## config.mk

```make
export PLATFORM = sky130hd
export DESIGN_NAME = fit_policy_block_allocator
export DESIGN_NICKNAME = d
export VERILOG_FILES = /design/src/fpba_pkg.sv /design/src/fit_policy_block_allocator.sv /design/src/fpba_datapath.sv /design/src/fpba_ctrl.sv
export SDC_FILE = /design/constraint.sdc
export NUM_CORES = 1
export LEC_CHECK = 0
export CAP_MARGIN = 15
export CELL_PAD_IN_SITES_DETAIL_PLACEMENT = 1
export CELL_PAD_IN_SITES_GLOBAL_PLACEMENT = 1
export CORE_UTILIZATION = 47
export CTS_CLUSTER_SIZE = 20
export DETAILED_ROUTE_END_ITERATION = 6
export DONT_BUFFER_PORTS = 1
export PLACE_DENSITY = 0.81
export SYNTH_ARGS = -nofsm -noshare
export SYNTH_HDL_FRONTEND = slang
export SYNTH_SLANG_ARGS = --single-unit
```

## constraint.sdc

```tcl
create_clock -name clk -period 5.5 [get_ports clk]
set_input_delay 0.275 -clock clk [delete_from_list [all_inputs] [get_ports clk]]
set_output_delay 0.275 -clock clk [all_outputs]
set_load 0.005 [all_outputs]
```

## src/fpba_pkg.sv

```systemverilog
// Shared constants, codes and controller/datapath interface types for the
// fit-policy block allocator. No dependencies.
`timescale 1ns / 1ps
`default_nettype none
package fpba_pkg;

	localparam int NUM_BLOCKS        = 16;
	localparam int SIZE_W            = 16;
	localparam int IDX_W             = $clog2(NUM_BLOCKS);
	localparam int CNT_W             = 16;
	localparam int BCNT_W            = 5;
	localparam int POL_W             = 2;
	localparam int CFG_IDX_W         = 2;
	localparam int CFG_DATA_W        = 5;
	localparam int IN_TDATA_W        = 40;
	localparam int OUT_TDATA_W       = 40;
	localparam int RESET_BLOCK_COUNT = 16;

	// fit policy codes; the unused code behaves as first fit
	localparam logic [POL_W-1:0] POL_FIRST = 2'd0;
	localparam logic [POL_W-1:0] POL_BEST  = 2'd1;
	localparam logic [POL_W-1:0] POL_WORST = 2'd2;

	// configuration register indexes
	localparam logic [CFG_IDX_W-1:0] CFG_FIT_POLICY  = 2'd0;
	localparam logic [CFG_IDX_W-1:0] CFG_BLOCK_COUNT = 2'd1;

	// command codes carried on the input tuser
	localparam logic CMD_LOAD  = 1'b0;
	localparam logic CMD_ALLOC = 1'b1;

	typedef struct packed {
		logic load;
		logic start;
		logic step;
		logic finish;
	} ctl_t;

	typedef struct packed {
		logic limit_zero;
		logic scan_last;
		logic out_busy;
	} sts_t;

endpackage
`default_nettype wire

```

## src/fit_policy_block_allocator.sv

```systemverilog
// Top level of the fit-policy block allocator: stream ports, configuration
// port, controller and datapath. Depends on fpba_pkg, fpba_ctrl, fpba_datapath.
//
// Usage:
//   The input stream carries one word per item. tuser selects load (0) or
//   allocate (1). A load word writes one block's capacity and restarts the
//   request numbering; it produces no output word. An allocate word scans
//   the first block_count blocks (clamped to 16), one block per cycle, then
//   writes back the chosen block, if any, and loads the output register;
//   no new word is taken until that is done. The capacity table has a
//   single read port, so the scan reads one block at a time.
//   The output register lets an item be taken while a result waits; a result
//   stalled by the receiver holds the write-back cycle of the next allocate
//   until the register frees.
//   Configuration writes are always ready and must only be issued while
//   idle. Reset clears the capacity table, the request counter, the policy
//   (first fit) and sets the block count to 16.
`timescale 1ns / 1ps
`default_nettype none
module fit_policy_block_allocator (
	input  wire logic                                 clk,
	input  wire logic                                 arst_n,
	input  wire logic                                 cfg_valid,
	output logic                                      cfg_ready,
	input  wire logic [fpba_pkg::CFG_IDX_W-1:0]       cfg_index,
	input  wire logic [fpba_pkg::CFG_DATA_W-1:0]      cfg_data,
	input  wire logic                                 s_axis_tvalid,
	output logic                                      s_axis_tready,
	// block_index[3:0], block_size[19:4], request_size[35:20], zero pad
	input  wire logic [fpba_pkg::IN_TDATA_W-1:0]      s_axis_tdata,
	// cmd
	input  wire logic                                 s_axis_tuser,
	output logic                                      m_axis_tvalid,
	input  wire logic                                 m_axis_tready,
	// chosen_block[3:0], remaining_after[19:4], request_number[35:20], zero pad
	output logic [fpba_pkg::OUT_TDATA_W-1:0]          m_axis_tdata,
	// granted
	output logic                                      m_axis_tuser
);

	localparam int BS_LO = fpba_pkg::IDX_W;
	localparam int RS_LO = BS_LO + fpba_pkg::SIZE_W;
	localparam int OUT_USED = fpba_pkg::IDX_W + fpba_pkg::SIZE_W + fpba_pkg::CNT_W;

	fpba_pkg::ctl_t                 ctl;
	fpba_pkg::sts_t                 sts;
	logic [fpba_pkg::IDX_W-1:0]     out_block;
	logic [fpba_pkg::SIZE_W-1:0]    out_remaining;
	logic [fpba_pkg::CNT_W-1:0]     out_reqnum;

	assign cfg_ready = 1'b1;

	fpba_ctrl u_ctrl (
		.clk      (clk),
		.arst_n   (arst_n),
		.in_valid (s_axis_tvalid),
		.in_ready (s_axis_tready),
		.in_cmd   (s_axis_tuser),
		.sts      (sts),
		.ctl      (ctl)
	);

	fpba_datapath u_dp (
		.clk           (clk),
		.arst_n        (arst_n),
		.cfg_we        (cfg_valid),
		.cfg_index     (cfg_index),
		.cfg_data      (cfg_data),
		.in_idx        (s_axis_tdata[BS_LO-1:0]),
		.in_bsize      (s_axis_tdata[RS_LO-1:BS_LO]),
		.in_rsize      (s_axis_tdata[RS_LO+fpba_pkg::SIZE_W-1:RS_LO]),
		.ctl           (ctl),
		.sts           (sts),
		.out_valid     (m_axis_tvalid),
		.out_ready     (m_axis_tready),
		.out_granted   (m_axis_tuser),
		.out_block     (out_block),
		.out_remaining (out_remaining),
		.out_reqnum    (out_reqnum)
	);

	assign m_axis_tdata = {{(fpba_pkg::OUT_TDATA_W-OUT_USED){1'b0}},
		out_reqnum, out_remaining, out_block};

endmodule
`default_nettype wire

```

## src/fpba_datapath.sv

```systemverilog
// Datapath: configuration registers, capacity table, scan registers,
// request counter and output register. Depends on fpba_pkg.
`timescale 1ns / 1ps
`default_nettype none
module fpba_datapath (
	input  wire logic                            clk,
	input  wire logic                            arst_n,
	input  wire logic                            cfg_we,
	input  wire logic [fpba_pkg::CFG_IDX_W-1:0]  cfg_index,
	input  wire logic [fpba_pkg::CFG_DATA_W-1:0] cfg_data,
	input  wire logic [fpba_pkg::IDX_W-1:0]      in_idx,
	input  wire logic [fpba_pkg::SIZE_W-1:0]     in_bsize,
	input  wire logic [fpba_pkg::SIZE_W-1:0]     in_rsize,
	input  wire fpba_pkg::ctl_t                  ctl,
	output fpba_pkg::sts_t                       sts,
	output logic                                 out_valid,
	input  wire logic                            out_ready,
	output logic                                 out_granted,
	output logic [fpba_pkg::IDX_W-1:0]           out_block,
	output logic [fpba_pkg::SIZE_W-1:0]          out_remaining,
	output logic [fpba_pkg::CNT_W-1:0]           out_reqnum
);

	logic [fpba_pkg::POL_W-1:0]  policy_q;
	logic [fpba_pkg::BCNT_W-1:0] bcount_q;
	logic [fpba_pkg::BCNT_W-1:0] limit;
	logic [fpba_pkg::BCNT_W-1:0] limit_q;
	logic [fpba_pkg::SIZE_W-1:0] cap_q [fpba_pkg::NUM_BLOCKS];
	logic [fpba_pkg::CNT_W-1:0]  count_q;
	logic [fpba_pkg::IDX_W-1:0]  idx_q;
	logic                        found_q;
	logic [fpba_pkg::IDX_W-1:0]  best_idx_q;
	logic [fpba_pkg::SIZE_W-1:0] best_cap_q;
	logic [fpba_pkg::SIZE_W-1:0] need_q;
	logic [fpba_pkg::SIZE_W-1:0] cap_rd;
	logic [fpba_pkg::SIZE_W-1:0] remain;
	logic                        fits;
	logic                        take;
	logic                        out_valid_q;
	logic                        granted_q;
	logic [fpba_pkg::IDX_W-1:0]  block_q;
	logic [fpba_pkg::SIZE_W-1:0] remaining_q;
	logic [fpba_pkg::CNT_W-1:0]  reqnum_q;

	always_ff @(posedge clk or negedge arst_n) begin
		if (!arst_n) begin
			policy_q <= fpba_pkg::POL_FIRST;
			bcount_q <= fpba_pkg::BCNT_W'(fpba_pkg::RESET_BLOCK_COUNT);
		end else if (cfg_we) begin
			case (cfg_index)
				fpba_pkg::CFG_FIT_POLICY:  policy_q <= cfg_data[fpba_pkg::POL_W-1:0];
				fpba_pkg::CFG_BLOCK_COUNT: bcount_q <= cfg_data[fpba_pkg::BCNT_W-1:0];
				default: ;
			endcase
		end
	end

	// clamp the block count to the table depth
	assign limit = (bcount_q > fpba_pkg::BCNT_W'(fpba_pkg::NUM_BLOCKS)) ?
		fpba_pkg::BCNT_W'(fpba_pkg::NUM_BLOCKS) : bcount_q;

	assign cap_rd = cap_q[idx_q];
	assign fits   = (cap_rd >= need_q);
	assign take   = fits && (!found_q ||
		(policy_q == fpba_pkg::POL_BEST  && cap_rd < best_cap_q) ||
		(policy_q == fpba_pkg::POL_WORST && cap_rd > best_cap_q));
	assign remain = best_cap_q - need_q;

	always_ff @(posedge clk or negedge arst_n) begin
		if (!arst_n) begin
			for (int i = 0; i < fpba_pkg::NUM_BLOCKS; i++) begin
				cap_q[i] <= '0;
			end
		end else if (ctl.load) begin
			cap_q[in_idx] <= in_bsize;
		end else if (ctl.finish && found_q) begin
			cap_q[best_idx_q] <= remain;
		end
	end

	always_ff @(posedge clk or negedge arst_n) begin
		if (!arst_n) begin
			count_q <= '0;
		end else if (ctl.load) begin
			count_q <= '0;
		end else if (ctl.start && count_q != {fpba_pkg::CNT_W{1'b1}}) begin
			count_q <= count_q + 1'b1;
		end
	end

	always_ff @(posedge clk or negedge arst_n) begin
		if (!arst_n) begin
			idx_q   <= '0;
			found_q <= 1'b0;
		end else if (ctl.start) begin
			idx_q   <= '0;
			found_q <= 1'b0;
		end else if (ctl.step) begin
			idx_q <= idx_q + 1'b1;
			if (take) begin
				found_q <= 1'b1;
			end
		end
	end

	always_ff @(posedge clk) begin
		if (ctl.start) begin
			need_q  <= in_rsize;
			limit_q <= limit;
		end
		if (ctl.step && take) begin
			best_idx_q <= idx_q;
			best_cap_q <= cap_rd;
		end
	end

	always_ff @(posedge clk or negedge arst_n) begin
		if (!arst_n) begin
			out_valid_q <= 1'b0;
		end else if (ctl.finish) begin
			out_valid_q <= 1'b1;
		end else if (out_ready) begin
			out_valid_q <= 1'b0;
		end
	end

	always_ff @(posedge clk) begin
		if (ctl.finish) begin
			granted_q   <= found_q;
			block_q     <= found_q ? best_idx_q : '0;
			remaining_q <= found_q ? remain : '0;
			reqnum_q    <= count_q;
		end
	end

	assign sts.limit_zero = (limit == '0);
	assign sts.scan_last  = ({1'b0, idx_q} == limit_q - 1'b1);
	assign sts.out_busy   = out_valid_q && !out_ready;

	assign out_valid     = out_valid_q;
	assign out_granted   = granted_q;
	assign out_block     = block_q;
	assign out_remaining = remaining_q;
	assign out_reqnum    = reqnum_q;

endmodule
`default_nettype wire

```

## src/fpba_ctrl.sv

```systemverilog
// Controller: sequences load, scan and write-back of one item at a time.
// Depends on fpba_pkg.
`timescale 1ns / 1ps
`default_nettype none
module fpba_ctrl (
	input  wire logic           clk,
	input  wire logic           arst_n,
	input  wire logic           in_valid,
	output logic                in_ready,
	input  wire logic           in_cmd,
	input  wire fpba_pkg::sts_t sts,
	output fpba_pkg::ctl_t      ctl
);

	typedef enum logic [1:0] {
		ST_IDLE,
		ST_SCAN,
		ST_DONE
	} state_t;

	state_t state_q;
	logic   accept;

	assign in_ready   = (state_q == ST_IDLE);
	assign accept     = in_valid && in_ready;
	assign ctl.load   = accept && (in_cmd == fpba_pkg::CMD_LOAD);
	assign ctl.start  = accept && (in_cmd == fpba_pkg::CMD_ALLOC);
	assign ctl.step   = (state_q == ST_SCAN);
	assign ctl.finish = (state_q == ST_DONE) && !sts.out_busy;

	always_ff @(posedge clk or negedge arst_n) begin
		if (!arst_n) begin
			state_q <= ST_IDLE;
		end else begin
			case (state_q)
				ST_IDLE: begin
					if (ctl.start) begin
						state_q <= sts.limit_zero ? ST_DONE : ST_SCAN;
					end
				end
				ST_SCAN: begin
					if (sts.scan_last) begin
						state_q <= ST_DONE;
					end
				end
				ST_DONE: begin
					// hold until the output register is free
					if (!sts.out_busy) begin
						state_q <= ST_IDLE;
					end
				end
				default: state_q <= ST_IDLE;
			endcase
		end
	end

endmodule
`default_nettype wire

```

==> summary.txt <==
Pwr
  – Clock network power share: 26.6%
  – Sequential power share: 40.6%
  – Peak VDD IR: 0.287 mV
  – P per Cell Area: between 500 and 600 nW/um^2
  – P_sw: 3720 uW
  – Leak: 0.00853 uW
  – Combinational group share of total power: 32.8%
  – Design internal power: 6840 uW
  – Sw Ratio: between 30% and 40%

CTS
  – Num CTS Buffers: 41
  – Bufs on Longest Clock Path: 3
  – Worst-path clk slew: around 0.06 ns
  – # clock sinks: roughly 370
  – Htree depth: 2
  – Hold-fix buffers at CTS: 42
  – CTS tree: yes
  – Root Driver: clkbuf_16
  – Worst-skew pair later-pin latency: 0.59 ns

Placed design
  – Number of cells after detailed placement: 2,003
  – Pre-CTS WS: 0.873 ns
  – Placer Congestion: 0.892
  – Post-DP HPWL: roughly 40,000 microns
  – Buffers on Ports: 0

Logic synthesis
  – FFs w/ async S/R, synth: 78.6%
  – Share of the synthesized area in the top cell type: 39.1%
  – Post-synth EDFFs: between 70 and 80
  – Seq cells post-synth: 365
  – Area leader, netlist: dfrtp_1
  – Post-Syn Area per Cell: 11.7 sq um
  – Post-Syn Instances: 1,569
  – Post-synth top cells: 286 x dfrtp_1, 202 x o21ai_0, 167 x a22oi_1
  – Sequential element share of the synthesized area: 52.0%
  – Synth Flop Type: dfrtp_1
  – Synthesized area: between 15,000 and 20,000 sq um
  – Top-count cell post-synth: dfrtp_1
  – Syn. warnings: 0
  – Synth area leaders: dfrtp_1 39%, edfxtp_1 13%, mux4_2 9.8%, a22oi_1 6.8%, o21ai_0 5.5%
  – Synth cell types: 75

Global route
  – First-pass GRT wire length: 96,400 microns
  – Largest net degree at the start of global routing: 288
  – GRT Overall Usage: between 30% and 40%
  – Initial antenna violation count: 4
  – Vias in the first global route: between 15,000 and 20,000
  – Overflow after GRT: 0

Status
  – Failing checks: hold timing
  – Status: finished with violations

Route
  – Drt pass-1 iters: 6
  – Total number of vias: 14,700
  – 1st-iter DRT viols: between 1,000 and 1,500
  – Antenna viol nets, final: 0
  – DR vias/cell: 6.91
  – Wire per inst: 29.4 microns
  – DRC Markers: 0
  – Detailed Route WL: 62,400 microns

STA
  – Fin crit share: 85.6%
  – Final hold vios: 288
  – Fmax: 213 MHz
  – Worst rel slew slack: 21.6%
  – Final Setup Violations: 0
  – Slew Viols, Final: 0
  – Clock skew: 0.0338 ns
  – Final Critical Period: 4.71 ns
  – Worst Max-Slew Pin Slew: 1.18 ns
  – Final WS setup: 0.794 ns
  – Worst hold slack: -0.584 ns
  – Setup TNS: 0 ns
  – RSZ-0062 raised after global routing: false

Die
  – Chip Width: roughly 200 microns
  – Initial Util: 48.2%
  – Die extent in y: 199 microns
  – CORE AREA: 38,000 sq um
  – Die area: 39,800 sq um
  – Standard-cell row count: around 70
  – Top Ports: 97

Worst setup path
  – Critical Path Source Type: flip-flop
  – Reg-to-reg startpoint: u_dp.idx_q[0]
  – Critical path origin: u_dp.idx_q[0]
  – Crit-path max FO: 25
  – Crit end category: flip-flop
  – Arrival @ worst endpoint: 4.93 ns
  – Setup CP Type: reg -> reg
  – Required time of the critical path: 5.73 ns

Job
  – Max Cap Violations: 0

Layout
  – Layout cells sized above 1: 15.1%
  – Non-Filler Instances: 2,122
  – Area grow syn2layout: 12.7%
  – Nets@finish: between 1,500 and 2,000

Min path
  – Hold crit path type: in -> async
==> area by class of cell <==
cell class	instances	area, sq um
clock inverters	15	178
inverters	44	165
flip-flops and latches	365	9530
fillers	3923	17400
repair buffers	96	826
diodes	3	7.51
clock buffers	58	1170
multi-input cells	1030	8140
well taps	511	639
==> critical path, stage by stage (launching register included) <==
cell and delay [ns]:
dfrtp_4 0.80, buf_4 0.30, mux4_2 0.58, mux4_2 0.56
ha_1 0.33, nor2b_1 0.13, o211ai_1 0.19, a2111o_1 0.18
nand3_1 0.09, or4b_2 0.64, a31oi_2 0.20, buf_4 0.33
==> metal layers <==
layer	track usage (%)	vias up	wire length (microns)
met5	1.02	-	69
met4	15.9	6	2850
met3	6.78	205	5170
met2	52.1	814	29900
met1	41.7	7648	24400
li1	-	5996	-
==> power groups by stage <==
stage | clock [uW] | sequential [uW] | combinational [uW]
final | 2810 | 4280 | 3460
after global routing | 2930 | 4340 | 3730
after CTS | 2840 | 4240 | 3420
after detailed placement | 0 | 4250 | 3320
after global placement | 0 | 4200 | 3130
after floorplan | 0 | 3940 | 2450
==> kinds of logic after synthesis <==
family,count (synthesis),share of synthesized area (%)
AOI/OAI and AO/OA,545,20.4
other,2,0.0410
DFF,365,52.0
adders and majority gates,51,3.52
muxes,91,10.5
and+or+nand+nor,306,8.12
xor gates and xnor gates,32,1.53
buffers and inverters,177,3.95
==> worst paths after layout <==
path,end,slack (ns),depth (start not counted)
max in group asynchronous,u_dp.cap_q[75],5.55,0
min in group clk,u_dp.cap_q[112],-0.02,3
worst min-delay path,u_dp.cap_q[128],-0.58,0
worst max register to register,u_dp.best_cap_q[12],0.79,11
worst max-delay path,u_dp.best_cap_q[12],0.79,11
worst min register to register,u_dp.out_reqnum[10],0.49,0
==> through the flow <==
step	utilization, %	cell area, sq um	power [uW]
6_report	54.3	20700	10600
5_1_grt	54.3	20700	11000
4_1_cts	54.3	20600	10500
3_5_place_dp	49.6	18900	7570
3_3_place_gp	49.6	18900	7320
2_1_floorplan	-	18300	6400
==> cells in the final DEF, fill, tap and decap left out, drive strengths merged, types with 9 or more instances in the layout <==
cell type and n:
nor2 141, dfrtp 286, nor2b 16, edfxtp 78, buf 54, clkbuf 58
ha 50, o21ai 214, nand2b 9, nand3 18, o21a 11, mux4 80
inv 43, dlygate4sd3 42, xnor2 18, a22oi 177, xor2 14, nand2 56
a221o 63, clkinv 13, nor3 9, nand4 13, a21oi 34
==> what timing repair did <==
action	in CTS	in global routing
setup endpoints to repair	0	0
gates resized for setup	0	0
hold endpoints to repair	567	287
setup buffers	0	0
==> registers in the layout, summed over array words and instances (netlist names) <==
| name | flops |
|---|---|
| u_dp.best_cap_q | 16 |
| u_dp.out_remaining | 16 |
| u_dp.out_reqnum | 16 |
| u_dp.cap_q | 256 |
| u_dp.policy_q | 2 |
| u_dp.limit_q | 5 |
| u_dp.out_block | 4 |
| u_dp.best_idx_q | 4 |
| u_dp.idx_q | 4 |
| u_dp.need_q | 16 |
| u_ctrl.state_q | 2 |
| u_dp.found_q | 1 |
| u_dp.bcount_q | 5 |
| u_dp.out_granted | 1 |
| u_dp.out_valid | 1 |
| u_dp.count_q | 16 |
No activity file was read; power rests on OpenSTA's default activity.
